**config.mk**
```make
export PLATFORM = sky130hd
export DESIGN_NAME = ultrasonic_swipe_gesture_led_control
export DESIGN_NICKNAME = d
export VERILOG_FILES = /design/src/hw/rtl/usg_pkg.sv /design/src/hw/rtl/usg_core.sv /design/src/hw/rtl/ultrasonic_swipe_gesture_led_control.sv
export SDC_FILE = /design/constraint.sdc
export NUM_CORES = 1
export LEC_CHECK = 0
export ABC_CLOCK_PERIOD_IN_PS = 6000
export BUFFER_PORTS_ARGS = -buffer_cell sky130_fd_sc_hd__buf_2
export CAP_MARGIN = 15
export CORE_ASPECT_RATIO = 0.7
export CORE_UTILIZATION = 56
export DETAILED_ROUTE_END_ITERATION = 8
export PLACE_DENSITY = 0.76
export SETUP_SLACK_MARGIN = 0.2
export SLEW_MARGIN = 25
export SYNTH_ARGS = -nofsm -noshare
export SYNTH_HDL_FRONTEND = slang
export SYNTH_SLANG_ARGS = --single-unit
```
**constraint.sdc**
```tcl
create_clock -name clk -period 6 [get_ports clk]
set_input_delay 0.9 -clock clk [delete_from_list [all_inputs] [get_ports clk]]
set_output_delay 0.9 -clock clk [all_outputs]
set_load 0.02 [all_outputs]
```
**src/hw/rtl/usg_pkg.sv**
```systemverilog
package usg_pkg;

  // Number of LEDs driven by the wave and the "all on" pattern
  localparam int unsigned LED_COUNT = 5;
  localparam int unsigned LED_W     = 5;   // width of the led_pattern field

  // Distance conversion: cm = (pulse_us * DIST_MUL) >> DIST_SHIFT
  localparam logic [10:0] DIST_MUL   = 11'd1126;
  localparam int unsigned DIST_SHIFT = 16;
  localparam int unsigned PROD_W     = 27;

  localparam logic [3:0] SWIPE_MAX = 4'd15;

  localparam logic [LED_W-1:0] ALL_ON   = LED_W'((9'd1 << LED_COUNT) - 9'd1);
  localparam logic [2:0]       LED_LAST = 3'(LED_COUNT - 1);

  // Item kinds carried on tuser
  localparam logic CMD_TICK = 1'b0;
  localparam logic CMD_ECHO = 1'b1;

  // Configuration register indexes
  localparam logic [2:0] REG_NEAR_THRESHOLD   = 3'd0;
  localparam logic [2:0] REG_DEBOUNCE         = 3'd1;
  localparam logic [2:0] REG_GESTURE_TIMEOUT  = 3'd2;
  localparam logic [2:0] REG_WAVE_STEP        = 3'd3;
  localparam logic [2:0] REG_TRIGGER_INTERVAL = 3'd4;

  // Reset values of the configuration registers
  localparam logic [9:0]  NEAR_THRESHOLD_RST   = 10'd20;
  localparam logic [15:0] DEBOUNCE_RST         = 16'd250;
  localparam logic [15:0] GESTURE_TIMEOUT_RST  = 16'd1000;
  localparam logic [15:0] WAVE_STEP_RST        = 16'd150;
  localparam logic [15:0] TRIGGER_INTERVAL_RST = 16'd60;

  typedef struct packed {
    logic [9:0]  near_threshold_cm;
    logic [15:0] debounce_ms;
    logic [15:0] gesture_timeout_ms;
    logic [15:0] wave_step_ms;
    logic [15:0] trigger_interval_ms;
  } cfg_t;

  typedef struct packed {
    logic             wave_active;
    logic             hand_present;
    logic [3:0]       swipe_count;
    logic [10:0]      distance_cm;
    logic             trigger_pulse;
    logic [LED_W-1:0] led_pattern;
  } result_t;

endpackage

```
**src/hw/rtl/usg_core.sv**
```systemverilog
module usg_core (
  input  logic              clk,
  input  logic              rst,
  input  usg_pkg::cfg_t     cfg,
  input  logic              fire,       // apply one word this cycle
  input  logic              command,
  input  logic [15:0]       pulse_us,
  output usg_pkg::result_t  res         // result of the word being applied
);
  import usg_pkg::*;

  logic [31:0]      now_ms, now_ms_next;
  logic [31:0]      last_trigger_ms, last_trigger_ms_next;
  logic [31:0]      last_swipe_ms, last_swipe_ms_next;
  logic [31:0]      last_wave_ms, last_wave_ms_next;
  logic [3:0]       pending_swipes, pending_swipes_next;
  logic             hand_seen, hand_seen_next;
  logic             wave_running, wave_running_next;
  logic [2:0]       wave_position, wave_position_next;
  logic             wave_backward, wave_backward_next;
  logic [LED_W-1:0] led_state, led_state_next;
  logic [10:0]      last_distance, last_distance_next;
  logic             trig;

  logic [PROD_W-1:0] prod;
  logic [10:0]       echo_cm;
  logic [31:0]       tick_ms;
  logic [7:0]        wave_onehot;
  logic              back_tmp;

  // Pulse width to centimeters
  assign prod    = PROD_W'(pulse_us) * PROD_W'(DIST_MUL);
  assign echo_cm = prod[DIST_SHIFT +: 11];

  assign tick_ms     = now_ms + 32'd1;
  assign wave_onehot = 8'd1 << wave_position;

  // Next state for one word
  always_comb begin
    now_ms_next          = now_ms;
    last_trigger_ms_next = last_trigger_ms;
    last_swipe_ms_next   = last_swipe_ms;
    last_wave_ms_next    = last_wave_ms;
    pending_swipes_next  = pending_swipes;
    hand_seen_next       = hand_seen;
    wave_running_next    = wave_running;
    wave_position_next   = wave_position;
    wave_backward_next   = wave_backward;
    led_state_next       = led_state;
    last_distance_next   = last_distance;
    trig                 = 1'b0;
    back_tmp             = wave_backward;

    if (command == CMD_ECHO) begin
      last_distance_next = echo_cm;
      if (echo_cm != 11'd0) begin
        if ((echo_cm < {1'b0, cfg.near_threshold_cm}) && !hand_seen) begin
          if ((now_ms - last_swipe_ms) > {16'd0, cfg.debounce_ms}) begin
            hand_seen_next     = 1'b1;
            last_swipe_ms_next = now_ms;
            if (pending_swipes != SWIPE_MAX) begin
              pending_swipes_next = pending_swipes + 4'd1;
            end
          end
        end else if ((echo_cm >= {1'b0, cfg.near_threshold_cm}) && hand_seen) begin
          hand_seen_next = 1'b0;
        end
      end
    end else begin
      now_ms_next = tick_ms;

      // sensor trigger request
      if ((tick_ms - last_trigger_ms) >= {16'd0, cfg.trigger_interval_ms}) begin
        trig                 = 1'b1;
        last_trigger_ms_next = tick_ms;
      end

      // gesture execution after the quiet time
      if ((pending_swipes != 4'd0) &&
          ((tick_ms - last_swipe_ms) > {16'd0, cfg.gesture_timeout_ms})) begin
        if (pending_swipes == 4'd1) begin
          if (wave_running) begin
            wave_running_next = 1'b0;
            led_state_next    = ALL_ON;
          end else if (led_state != '0) begin
            led_state_next = '0;
          end else begin
            led_state_next = ALL_ON;
          end
        end else begin
          wave_running_next = 1'b1;
        end
        pending_swipes_next = 4'd0;
      end

      // wave step, bouncing between the end LEDs
      if (wave_running_next &&
          ((tick_ms - last_wave_ms) >= {16'd0, cfg.wave_step_ms})) begin
        led_state_next = wave_onehot[LED_W-1:0] & ALL_ON;
        if (wave_position >= LED_LAST) begin
          back_tmp = 1'b1;
        end
        if (wave_position == 3'd0) begin
          back_tmp = 1'b0;
        end
        wave_backward_next = back_tmp;
        wave_position_next = back_tmp ? (wave_position - 3'd1) : (wave_position + 3'd1);
        last_wave_ms_next  = tick_ms;
      end
    end
  end

  always_comb begin
    res.led_pattern   = led_state_next;
    res.trigger_pulse = trig;
    res.distance_cm   = last_distance_next;
    res.swipe_count   = pending_swipes_next;
    res.hand_present  = hand_seen_next;
    res.wave_active   = wave_running_next;
  end

  always_ff @(posedge clk) begin
    if (rst) begin
      now_ms          <= '0;
      last_trigger_ms <= '0;
      last_swipe_ms   <= '0;
      last_wave_ms    <= '0;
      pending_swipes  <= '0;
      hand_seen       <= 1'b0;
      wave_running    <= 1'b0;
      wave_position   <= '0;
      wave_backward   <= 1'b0;
      led_state       <= '0;
      last_distance   <= '0;
    end else if (fire) begin
      now_ms          <= now_ms_next;
      last_trigger_ms <= last_trigger_ms_next;
      last_swipe_ms   <= last_swipe_ms_next;
      last_wave_ms    <= last_wave_ms_next;
      pending_swipes  <= pending_swipes_next;
      hand_seen       <= hand_seen_next;
      wave_running    <= wave_running_next;
      wave_position   <= wave_position_next;
      wave_backward   <= wave_backward_next;
      led_state       <= led_state_next;
      last_distance   <= last_distance_next;
    end
  end

  // Echo words never request a trigger
  assert property (@(posedge clk) disable iff (rst)
    (fire && (command == CMD_ECHO)) |-> !res.trigger_pulse)
    else $error("trigger requested on an echo word");

  // Presence only appears as the result of an applied echo
  assert property (@(posedge clk) disable iff (rst)
    ($rose(hand_seen) && !$past(rst)) |-> $past(fire && (command == CMD_ECHO)))
    else $error("hand presence set without an echo");

  // The time base moves only on applied ticks
  assert property (@(posedge clk) disable iff (rst)
    (!$stable(now_ms) && !$past(rst)) |-> $past(fire && (command == CMD_TICK)))
    else $error("millisecond count changed without a tick");

  // Wave position stays on the LED row
  assert property (@(posedge clk) disable iff (rst)
    wave_position <= LED_LAST)
    else $error("wave position left the LED row");

endmodule

```
**src/hw/rtl/ultrasonic_swipe_gesture_led_control.sv**
```systemverilog
// Swipe-gesture LED controller for an ultrasonic range sensor.
// Input stream (s_axis): one word per event. tuser = 0 is a one-millisecond
// tick, tuser = 1 is a finished echo whose width in microseconds is in tdata.
// Output stream (m_axis): exactly one status word per input word, in order,
// carrying the LED drive bits, the trigger request of that tick, the latest
// distance, the pending swipe count, hand presence and wave state.
// Configuration: cfg_we writes cfg_data into register cfg_index
// (0 threshold cm, 1 debounce ms, 2 gesture timeout ms, 3 wave step ms,
// 4 trigger interval ms); other indexes are ignored. Write only while idle.
// The accepted word is loaded into the input register; the output register
// then takes the state update when the output can advance, and the result
// is valid on m_axis from there.
// Throughput: one word per cycle when not stalled; the update is a single
// pass of logic with one 16x11 multiply and a few 32-bit time compares.
// Reset (rst, synchronous) clears all state and loads the default
// configuration. When the receiver holds tready low the output word waits;
// the input register still takes one more word, then s_axis_tready drops
// until the output moves.
module ultrasonic_swipe_gesture_led_control (
  input  logic        clk,
  input  logic        rst,
  input  logic        s_axis_tvalid,
  output logic        s_axis_tready,
  input  logic [15:0] s_axis_tdata,   // [15:0] pulse_us
  input  logic        s_axis_tuser,   // [0] command
  output logic        m_axis_tvalid,
  input  logic        m_axis_tready,
  // [4:0] led_pattern, [5] trigger_pulse, [16:6] distance_cm,
  // [20:17] swipe_count, [21] hand_present, [22] wave_active, [23] zero
  output logic [23:0] m_axis_tdata,
  input  logic        cfg_we,
  input  logic [2:0]  cfg_index,
  input  logic [15:0] cfg_data
);
  import usg_pkg::*;

  cfg_t        cfg;
  logic        in_valid;
  logic        in_command;
  logic [15:0] in_pulse;
  logic        out_valid;
  result_t     out_word;
  result_t     res;
  logic        advance;
  logic        fire;

  // Configuration registers
  always_ff @(posedge clk) begin
    if (rst) begin
      cfg.near_threshold_cm   <= NEAR_THRESHOLD_RST;
      cfg.debounce_ms         <= DEBOUNCE_RST;
      cfg.gesture_timeout_ms  <= GESTURE_TIMEOUT_RST;
      cfg.wave_step_ms        <= WAVE_STEP_RST;
      cfg.trigger_interval_ms <= TRIGGER_INTERVAL_RST;
    end else if (cfg_we) begin
      unique case (cfg_index)
        REG_NEAR_THRESHOLD:   cfg.near_threshold_cm   <= cfg_data[9:0];
        REG_DEBOUNCE:         cfg.debounce_ms         <= cfg_data;
        REG_GESTURE_TIMEOUT:  cfg.gesture_timeout_ms  <= cfg_data;
        REG_WAVE_STEP:        cfg.wave_step_ms        <= cfg_data;
        REG_TRIGGER_INTERVAL: cfg.trigger_interval_ms <= cfg_data;
        default: ;
      endcase
    end
  end

  // Pipeline flow control
  assign advance       = !out_valid || m_axis_tready;
  assign fire          = in_valid && advance;
  assign s_axis_tready = !in_valid || advance;

  // Input register
  always_ff @(posedge clk) begin
    if (rst) begin
      in_valid <= 1'b0;
    end else if (s_axis_tready) begin
      in_valid <= s_axis_tvalid;
    end
  end

  always_ff @(posedge clk) begin
    if (s_axis_tvalid && s_axis_tready) begin
      in_command <= s_axis_tuser;
      in_pulse   <= s_axis_tdata;
    end
  end

  // State update
  usg_core u_core (
    .clk      (clk),
    .rst      (rst),
    .cfg      (cfg),
    .fire     (fire),
    .command  (in_command),
    .pulse_us (in_pulse),
    .res      (res)
  );

  // Output register
  always_ff @(posedge clk) begin
    if (rst) begin
      out_valid <= 1'b0;
    end else if (advance) begin
      out_valid <= in_valid;
    end
  end

  always_ff @(posedge clk) begin
    if (fire) begin
      out_word <= res;
    end
  end

  assign m_axis_tvalid = out_valid;
  assign m_axis_tdata  = {1'b0, out_word};

endmodule
```
# [Word level (Yosys, flattened, before mapping)]
# Cells that the tools add are included.
[classes] n_addsub=8 multipliers=1 order_cmp=7 eq_ne=6 shift=1 n_mux=28 bitwise_logic=1 reduce_logical=25
[op_table] operator="32-bit subtractor" count=4
[op_table] operator="32-bit by 16-bit >= comparator with 1-bit output" count=2
[op_table] operator="32-bit by 16-bit greater-than comparator with 1-bit output" count=2
[op_table] operator="32-bit by 1-bit adder with 32-bit output (second input constant)" count=1
[op_table] operator="5-bit two-way mux" count=6
[op_table] operator="16-bit by 10-bit multiplier with 26-bit output (second input constant)" count=1
[op_table] operator="4-bit two-way mux" count=6
[op_table] operator="1-bit two-way mux" count=14
[op_table] operator="2-bit AND reduction" count=6
[op_table] operator="11-bit by 10-bit >= comparator with 1-bit output" count=1
[op_table] operator="11-bit by 10-bit < comparator with 1-bit output" count=1
[op_table] operator="11-bit two-way mux" count=1
[op_table] operator="11-bit nonzero test" count=1
[op_table] operator="3-bit by 2-bit equality test with 1-bit output (second input constant)" count=2
[op_table] operator="1-bit logical AND" count=6
[op_table] operator="3-bit zero test" count=2
[op_table] operator="3-bit AND reduction" count=2
[op_table] operator="5-bit AND reduction" count=1
[op_table] operator="5-bit nonzero test" count=1
[op_table] operator="1-bit by 3-bit << shifter with 5-bit output (first input constant)" count=1
[op_table] operator="4-bit by 1-bit adder with 4-bit output (second input constant)" count=1
[op_table] operator="4-bit by 1-bit equality test with 1-bit output (second input constant)" count=1
[op_table] operator="4-bit inequality test (second input constant)" count=1
[op_table] operator="4-bit nonzero test" count=1
[op_table] operator="other kinds (9)" count=12
[totals] register_bits=270 inputBits=41 output_inout_bits=26 elab_cells=103

# [Logic depth before layout (Yosys ltp)]
# Gate-level depths: netlist (run 1).
[logic_depth] word_depth=10 mapped_depth=31 mapped_depth_nobuf=29

# [Modules after synthesis]
# A second synthesis (run 1) with hierarchy kept.
[hier_totals] hier_cells=2786 area_unflattened_um2=23296.1
[by_module_without_submodules] mod="usg_core" n_inst=1 cells_each=2459 area_each_um2=19052.0 seq_area_each_um2=3083.0
[by_module_without_submodules] mod="ultrasonic_swipe_gesture_led_control" n_inst=1 cells_each=327 area_each_um2=4244.1 seq_area_each_um2=2722.6

# [Worst setup path after synthesis (run 1)]
# Ideal clock, no wire load.
[synth_path] path_kind="register -> register" startpoint="register in_pulse[7]" endpoint="register u_core.last_swipe_ms[15]" setup_time_ps=128 arrival_ps=6283 required_ps=5872 slack_ps=-410 path_stages_with_launch=29 n_path_buf=2 period_less_slack_ps=6410 path_cell_list="edfxtp_1 -> ha_1 -> ha_1 -> fa_1 -> fa_1 -> inv_1 -> fa_1 -> inv_1 -> ha_1 -> a21o_1 -> o21bai_1 -> a221oi_1 -> o21ai_1 -> or3_1 -> and2_1 -> ha_1 -> o21a_1 -> o21a_1 -> o21a_1 -> o21ai_0 -> nand2b_1 -> a21oi_1 -> o211ai_1 -> nor2_1 -> and4_4 -> buf_6 -> buf_2 -> mux2i_1 -> nor2_1"
[synth_via] elab_chain_cells=4 elab_cells_between_ends=5 classes_between="1 x mul; 1 x order compare; 3 x reduce/logical"
[synth_lines] element="start: declaration" line_no="ultrasonic_swipe_gesture_led_control.sv:40" source="logic [15:0] in_pulse;"
[synth_lines] element="start signal: assignment" line_no="ultrasonic_swipe_gesture_led_control.sv:84" source="in_pulse <= s_axis_tdata;"
[synth_lines] element="16-bit by 10-bit multiplier with 26-bit output *" line_no="usg_core.sv:32" source="assign prod = PROD_W'(pulse_us) * PROD_W'(DIST_MUL);"
[synth_lines] element="11-bit by 10-bit < comparator with 1-bit output" line_no="usg_core.sv:57" source="if ((echo_cm < {1'b0, cfg.near_threshold_cm}) && !hand_seen) begin"
[synth_lines] element="1-bit logical AND" line_no="usg_core.sv:57"
[synth_lines] element="5-bit AND reduction (no source line) *"
[synth_lines] element="end signal: assignment" line_no="usg_core.sv:138" source="last_swipe_ms <= last_swipe_ms_next;"
[synth_lines] element="end: declaration" line_no="usg_core.sv:14" source="logic [31:0] last_swipe_ms, last_swipe_ms_next;"
# Mark *: on every way between the ends. The rest lies on a longest branch, timed or not.
# A chain may end at the register's enable or synchronous reset.

# [Final worst setup path (run 1)]
[layout_path] startpoint="register in_pulse[7]" endpoint="register u_core.pending_swipes[3]"
[layout_via] elab_chain_cells=6 elab_cells_between_ends=7 classes_between="1 x mul; 1 x order compare; 3 x mux; 2 x reduce/logical"
[layout_lines] element="16-bit by 10-bit multiplier with 26-bit output *" line_no="usg_core.sv:32"
[layout_lines] element="11-bit by 10-bit < comparator with 1-bit output" line_no="usg_core.sv:57"
[layout_lines] element="1-bit logical AND" line_no="usg_core.sv:57"
[layout_lines] element="4-bit two-way mux" line_no="usg_core.sv:57"
[layout_lines] element="4-bit two-way mux *" line_no="usg_core.sv:56" source="if (echo_cm != 11'd0) begin"
[layout_lines] element="4-bit two-way mux *" line_no="usg_core.sv:54" source="if (command == CMD_ECHO) begin"
[layout_lines] element="end signal: assignment" line_no="usg_core.sv:140" source="pending_swipes <= pending_swipes_next;"
[layout_lines] element="end: declaration" line_no="usg_core.sv:16" source="logic [3:0] pending_swipes, pending_swipes_next;"
# Marked as above.

==> results.md, run 1 <==
* Final Hold Viols at 0
* Top FF cell, synth: dfxtp_1
* Fin crit share at 108.3%
* CP Cell Sequence: ha_1 -> ha_4 -> fa_1 -> fa_1 -> inv_1 -> fa_1 -> inv_2 -> ha_4 -> a21o_1 -> o21bai_4 -> a221oi_2 -> o21ai_1 -> or3_4 -> a2111o_1 -> or4_1 -> or4b_4 -> and2_4 -> and4_4 -> buf_12 -> buf_6 -> and3_4 -> a2111oi_2
* Met3 usage in global routing at 7.521%
* R2r setup slk at -0.50 ns
* Cell family with most CP delay: adder cells
* Synthesized flop and latch total at 270
* Routability-driven placement congestion ratio at ~1.0
* HP Class: register to register
* Max FO, Critical Path at 4
* Rel. slew slack at between 30% and 40%
* Pre-CTS setup slack at -0.5798 ns
* Initial core utilization at between 50% and 60%
* M1 GR Usage at 53.36%
* Syn. warnings at 0
* Initial antenna violation count at 2
* RSZ-0062 raised after global routing: true
* Total gr overflow at 0
* I/O pins at 67
* Library cells used by synthesis at between 80 and 90
* Gr busiest metal: met2
* Clk slew on worst S/H paths at about 0.07 ns
* Inserted Clock Buffers at 29
* Crit end category: register
* Tot Pwr at 0.006940 W
* Hold Path Depth at 2
* DRT iter0 DRCs at approximately 2,400
* H-tree depth at 1
* Leakage Power at 13.72 nW
* Worst Path Arrival at 7.01 ns
* Pwr per Cell Area at 230.1 nW/um^2
* # port buffers at 65
* R2r endpoint: u_core.pending_swipes[3]
* Layout fillers at 2,732
* Die width at 243.9 um
* Pins Over Slew Limit at 0
* Mapped Nets at ~3,200
* WP buf/inv at 4
* Core Region at 40,070 sq um
* Worst-case clock buffer depth at 3
* Area Growth Syn to Fin at 31.45%
* Violated checks: negative setup slack
* First-pass GRT wire length at 123,500 um
* Antenna Violating Nets Remaining at 0
* Reg2reg start: in_pulse[7]
* Number of global-route vias before repair at 22,610
* Hold-critical path endpoint: u_core.last_distance[8]
* Dpl hpwl at 57,760 um
* Register area share after synthesis at 25.30%
* Most common cell on crit path: fa_1
* Status: finished with violations
* Worst clock skew at 0.01407 ns
* Post-Syn Instances at 2,862
* Max Cap Viol at 0
* Fin nets at 3,635
* 1st-pass router iterations at 6
* Worst path slowest cell: or4b_4
* Drt via density at 6.214
* Asr flop ratio synth at 0%
* CP Launch Type: register
* # DRC at 0
* HP Start: u_core.last_distance[8]
* CTS sink cnt at 270
* Crit Path Class: register to register
* Vias post-DR at 23,800
* Post-Route WL at between 80,000 and 90,000 um
* Layout cells sized above 1 at 26.32%
* Req. time, crit path at approximately 6.5 ns
* Maximum VDD drop at approximately 0.26 mV
* EDFF count, synth at 40
* Clock latency on the worst-skew pair at 0.61 ns
* CTS tree: done
* Fmax at 153.9 MHz
* Gr usage total at a little under two fifths
* Final Critical Period at approximately 6.5 ns
* Clock Tree Root: clkbuf_16
* R2R depth at 22
* Final setup violation count at 115
* Area of the mapped netlist at between 20,000 and 25,000 sq um
* Min Hold Slack at 0.4582 ns
* DIE HEIGHT at 171.4 um
* Largest net degree at the start of global routing at 92
* Critical Path Max Stage Delay at 0.51 ns
* Final WS setup at -0.4991 ns
* Full die area at about 42,000 sq um
* Rows at 61
* Met2 Use GR at approximately 57%
* Routed wire per std cell at between 20 and 25 um
* Syn avg cell area at 8.017 sq um
* Worst slew pin tran at 1.006 ns
-- tightest hold or removal path: stages, from the launching register on --
cell     delay, ns
dfxtp_1       0.31
nand2_1       0.05
a21oi_1       0.05
-- registers in the layout, summed over array words and instances, names as in the netlist --
signal                  flops
cfg                        74
in_command                  1
in_pulse                   16
in_valid                    1
m_axis_tdata               23
m_axis_tvalid               1
u_core.hand_seen            1
u_core.last_distance       11
u_core.last_swipe_ms       32
u_core.last_trigger_ms     32
u_core.last_wave_ms        32
u_core.led_state            5
u_core.now_ms              32
u_core.pending_swipes       4
u_core.wave_backward        1
u_core.wave_position        3
u_core.wave_running         1
-- how the worst max path moves through the flow --
stage | startpoint | end | slack [ns] | depth (start not counted)
floorplan | in_pulse[8] | u_core.last_swipe_ms[8] | -0.07 | 28
global placement | in_pulse[6] | u_core.pending_swipes[1] | -0.37 | 29
detailed placement | u_core.now_ms[0] | u_core.last_wave_ms[19] | -0.58 | 27
CTS | in_pulse[7] | u_core.last_swipe_ms[11] | -0.40 | 29
global route | in_pulse[7] | u_core.last_swipe_ms[13] | -0.76 | 29
finish | in_pulse[7] | u_core.pending_swipes[3] | -0.50 | 22
-- layout make-up --
| cell class | count | area (sq um) | share of cell area [%] |
|---|---|---|---|
| tap | 535 | 669.4 | 2.220 |
| inverter | 272 | 1021 | 3.385 |
| clock inverter | 19 | 221.5 | 0.7343 |
| timing repair buffer | 510 | 4289 | 14.22 |
| clock buffer | 35 | 789.5 | 2.618 |
| sequential | 270 | 5813 | 19.27 |
| antenna | 1 | 2.502 | 0.008297 |
| multi-input combinational | 2188 | 17350 | 57.54 |
-- what timing repair did --
item / 4_1_cts / 5_1_grt
setup endpoints to repair: 123 / 123
cloned: 11 / 1
gates resized for setup: 241 / 123
buffers inserted: 63 / 27
pin swaps: 152 / 81
hold buffers: 0 / 0
-- metrics by stage --
step | std cells | utilization (%) | cell area (sq um) | TNS, ns
after detailed placement | 3672 | 65.31 | 26170 | -48.15
after floorplan | 2862 | - | 23110 | -1.931
after CTS | 3800 | 72.98 | 29240 | -12.94
final | 3830 | 75.27 | 30160 | -24.21
after global placement | 3672 | 65.31 | 26170 | -31.95
after global routing | 3829 | 75.26 | 30160 | -52.03
-- cell usage in the layout, fill, tap and decap left out, types with 13 or more instances in the layout --
cell and count:
a211o_1 23, a211oi_1 23, a211oi_2 32, a21o_1 70, a21oi_1 224, a21oi_2 29, and2_1 17, and3_1 20
buf_12 18, buf_2 64, buf_4 380, buf_6 30, clkbuf_16 30, dfxtp_1 228, edfxtp_1 40, fa_1 36
ha_1 251, ha_4 29, inv_1 266, mux2_2 17, mux2i_1 74, nand2_1 291, nand2b_1 20, nand3_1 48
nand3b_1 13, nand4_1 56, nor2_1 222, nor2b_1 23, nor3_1 41, nor3_4 17, o211ai_1 22, o21a_1 39
o21ai_0 89, o21bai_1 21, or3_1 28, xnor2_1 66, xor2_1 47
-- kinds of logic after synthesis --
| family | Yosys count | share of synthesized area (%) |
|---|---|---|
| other | 1 | 0.01634 |
| buffers and inverters | 404 | 6.833 |
| muxes | 109 | 4.875 |
| DFF | 270 | 25.30 |
| and+or+nand+nor | 901 | 18.62 |
| AOI/OAI and AO/OA | 720 | 20.35 |
| adders and majority gates | 323 | 18.83 |
| xor gates and xnor gates | 134 | 5.175 |
-- synthesized netlist by cell type, types with 8 or more instances --
cell type,count,share of area (%)
nand2_1,296,4.8
ha_1,286,16
inv_1,271,4.4
a21oi_1,258,5.6
nor2_1,236,3.9
dfxtp_1,230,20
clkbuf_1,111,1.8
o21ai_0,110,2.4
mux2i_1,87,3.8
xnor2_1,79,3.0
a21o_1,70,2.3
nor3_1,65,1.4
nand3_1,56,1.2
nand4_1,56,1.5
a211oi_1,55,1.8
xor2_1,54,2.1
edfxtp_1,40,5.2
o21a_1,40,1.3
fa_1,37,3.2
or3_1,30,0.82
a211o_1,24,0.92
and3_1,24,0.65
nor2b_1,24,0.65
o21bai_1,23,0.75
mux2_2,22,1.1
o211ai_1,22,0.72
nand2b_1,20,0.55
and2_1,18,0.49
a31oi_1,14,0.38
buf_2,14,0.31
nand3b_1,13,0.43
and4_1,11,0.42
o2111ai_1,11,0.42
or2_2,11,0.30
nor4_1,10,0.27
or4_1,10,0.33
a2111oi_0,9,0.34
a221oi_1,9,0.34
nor3b_1,8,0.26
o31ai_1,8,0.26
-- per-layer routing --
layer / up-vias / share of wire [%] / wire [um]
met4: 0 / 2.9 / 2343
met3: 172 / 11 / 9288
met5: - / 0 / 0
li1: 10980 / - / -
met2: 1247 / 42 / 34840
met1: 11400 / 43 / 35650
-- power by group --
group | internal [W] | switching [W] | leakage [nW]
sequential | 0.00191 | 0.0000338 | 2.25
combinational | 0.00150 | 0.00155 | 11.0
clock | 0.00108 | 0.000866 | 0.491
(Power assumes the default switching activity.)
==> run 2: changes to the inputs <==
--- a/config.mk
+++ b/config.mk
@@ -17,3 +17,4 @@
 export SYNTH_ARGS = -nofsm -noshare
 export SYNTH_HDL_FRONTEND = slang
 export SYNTH_SLANG_ARGS = --single-unit
+export TNS_END_PERCENT = 1
==> results.md, run 2 (synthesis gave the netlist of run 1 again) <==
* Status: finished with violations (unchanged)
* Violated checks: negative setup slack (unchanged)
* Worst-case clock buffer depth at 3 (unchanged)
* RSZ-0062 raised after global routing: true (unchanged)
* Req. time, crit path at 6.53 ns (was 6.51 ns)
* Placed cell area at 25,920 sq um (was 26,170 sq um)
* Largest net degree at the start of global routing at 151 (was 92)
* H-tree depth at 1 (unchanged)
* Vias post-DR at 22,400 (was 23,800)
* Final setup violation count at 92 (was 115)
* I/O pins at 67 (unchanged)
* Final Hold Viols at 0 (unchanged)
* Min Hold Slack at 0.4571 ns (was 0.4582 ns)
* Gr usage total at 33.96% (was 37.35%)
* Fin nets at 3,518 (was 3,635)
* Final Util at 68.72% (was 75.27%)
* Area Growth Syn to Fin at 20.01% (was 31.45%)
* Core Region at 40,070 sq um (unchanged)
* Worst clock skew at 0.03544 ns (was 0.01407 ns)
* Drt via density at 6.034 (was 6.214)
* R2R depth at 28 (was 22)
* Maximum VDD drop at 0.3454 mV (was 0.2620 mV)
* First-pass GRT wire length at 113,700 um (was 123,500 um)
* Crit end category: register (unchanged)
* HP Class: register to register (unchanged)
* Clk slew on worst S/H paths at 0.07 ns (about the same)
* Commonest non-fill, non-tap cell in the layout: buf_4 (unchanged)
* Pins Over Slew Limit at 0 (unchanged)
* Routed wire per std cell at 19.45 um (was 21.44 um)
* CP Launch Type: register (unchanged)
* Crit Path Class: register to register (unchanged)
* Final WS setup at -0.5418 ns (was -0.4991 ns)
* Initial antenna violation count at 1 (was 2)
* Fin crit share at 109.0% (was 108.3%)
* Max FO, Critical Path at 4 (unchanged)
* Worst Setup EP: u_core.pending_swipes[1] (was u_core.pending_swipes[3])
* Worst path slowest cell: fa_1 (was or4b_4)
* Pwr per Cell Area at 244.4 nW/um^2 (was 230.1 nW/um^2)
* Placed Cells at 3,638 (was 3,672)
* Max FFs per register at 74 (unchanged)
* Fmax at 152.9 MHz (was 153.9 MHz)
* Final Critical Period at 6.542 ns (was 6.499 ns)
* R2r endpoint: u_core.pending_swipes[1] (was u_core.pending_swipes[3])
* Post-Route WL at 72,200 um (was 82,120 um)
* Layout cells sized above 1 at 18.25% (was 26.32%)
* Post-route design area at 27,530 sq um (was 30,160 sq um)
* DRT iter0 DRCs at 2,436 (was 2,441)
* DIE HEIGHT at 171.4 um (unchanged)
* CTS sink cnt at 270 (unchanged)
* Clock Tree Root: clkbuf_16 (unchanged)
* Inserted Clock Buffers at 30 (was 29)
* Initial core utilization at 57.26% (unchanged)
* Rows at 61 (unchanged)
* R2r setup slk at -0.54 ns (was -0.50 ns)
* Leakage Power at 12.71 nW (was 13.72 nW)
* Number of global-route vias before repair at 21,200 (was 22,610)
* Reg2reg start: in_pulse[8] (was in_pulse[7])
* # DRC at 0 (unchanged)
* Antenna Violating Nets Remaining at 0 (unchanged)
* Total gr overflow at 0 (unchanged)
* Reg with most FFs: cfg (unchanged)
* # port buffers at 65 (unchanged)
* Final Non-Filler Cells at 3,713 (was 3,830)
* Origin of the worst setup path: in_pulse[8] (was in_pulse[7])
* Routability-driven placement congestion ratio at 0.9925 (was 0.9959)
* Max Cap Viol at 0 (unchanged)
* Worst slew pin tran at 1.009 ns (was 1.006 ns)
* Rel. slew slack at 32.75% (was 32.93%)
* CTS tree: done (unchanged)
* Diodes inserted at 0 (was 1)
* Full die area at 41,800 sq um (unchanged)
* Critical Path Max Stage Delay at 0.50 ns (was 0.51 ns)
* 1st-pass router iterations at 6 (unchanged)
* Worst Path Arrival at 7.07 ns (was 7.01 ns)
* Clock latency on the worst-skew pair at 0.62 ns (was 0.61 ns)
* Die width at 243.9 um (unchanged)
* Most frequent cells in the layout: buf_4, nand2_1, ha_1 (was buf_4, nand2_1, inv_1)
* Dpl hpwl at 56,070 um (was 57,760 um)
-- run 2: cell types whose count changed in the layout (fill, tap and decap cells not counted), moves of 13 or more --
| cell | before | now |
|---|---|---|
| mux2i_1 | 74 | 87 |
| buf_4 | 380 | 317 |
| a21oi_1 | 224 | 252 |
| ha_1 | 251 | 268 |
| a21oi_2 | 29 | 5 |
| nor3_4 | 17 | 0 |
| a211oi_2 | 32 | 2 |
| buf_6 | 30 | 4 |
| ha_4 | 29 | 14 |
| a211oi_1 | 23 | 53 |
| nor3_1 | 41 | 63 |
-- run 2: repair_timing --
action,CTS,global route
resized for setup,45,45
setup endpoints to repair,123,123
hold buffers,0,0
cloned,0,0
buffers inserted,10,9
pin swaps,35,32
hold endpoints to repair,0,0
-- run 2: per-layer routing --
layer  global-route usage (%)  share of wire, %  vias to the layer above
li1                         -                 -                    10710
met1                    51.64                47                    10600
met2                    50.37                41                      998
met3                    4.962                10                       98
met4                    6.793               1.9                        0
met5                        0                 0                        -
-- run 2: power breakdown --
group,switching (W),internal [W]
clock network,0.000888,0.00110
logic,0.00144,0.00136
registers,0.0000287,0.00191
total,0.00236,0.00437
-- run 2: worst min path at each step --
| stage | to | slack, ns | from | cells past startpoint |
|---|---|---|---|---|
| after floorplan | u_core.last_distance[0] | 0.43 | u_core.last_distance[0] | 2 |
| after global placement | u_core.last_distance[9] | 0.44 | u_core.last_distance[9] | 2 |
| after detailed placement | cfg[31] | 0.45 | cfg[31] | 2 |
| after CTS | in_command | 0.44 | s_axis_tuser | 1 |
| after global routing | in_command | 0.45 | s_axis_tuser | 1 |
| final | cfg[58] | 0.46 | cfg[58] | 2 |
-- run 2: cell type report --
cell class                      count  area [sq um]
Timing Repair Buffer              392          2885
Multi-Input combinational cell   2188         16100
Tap cell                          535         669.4
Sequential cell                   270          5808
Inverter                          272          1021
Clock inverter                     22         250.2
Clock buffer                       34         797.0
Fill cell                        3186         12540
-- run 2: worst max-delay path: cells and delay by family, from the launching register on --
kind / cells / cell delay [ns]
adders and majority gates: 7 / 2.53
AOI/OAI and AO/OA: 10 / 1.62
and+or+nand+nor: 6 / 1.19
DFF: 1 / 0.44
buffers and inverters: 4 / 0.39
muxes: 1 / 0.30
-- run 2: stage by stage --
stage / total power (W) / TNS [ns] / worst slack, ns
after floorplan: 0.003377 / -2.799 / -0.06885
after global routing: 0.007017 / -52.81 / -0.7984
after CTS: 0.006490 / -15.45 / -0.3630
after detailed placement: 0.004332 / -51.11 / -0.6570
final: 0.006730 / -20.18 / -0.5418
after global placement: 0.004237 / -40.91 / -0.4728
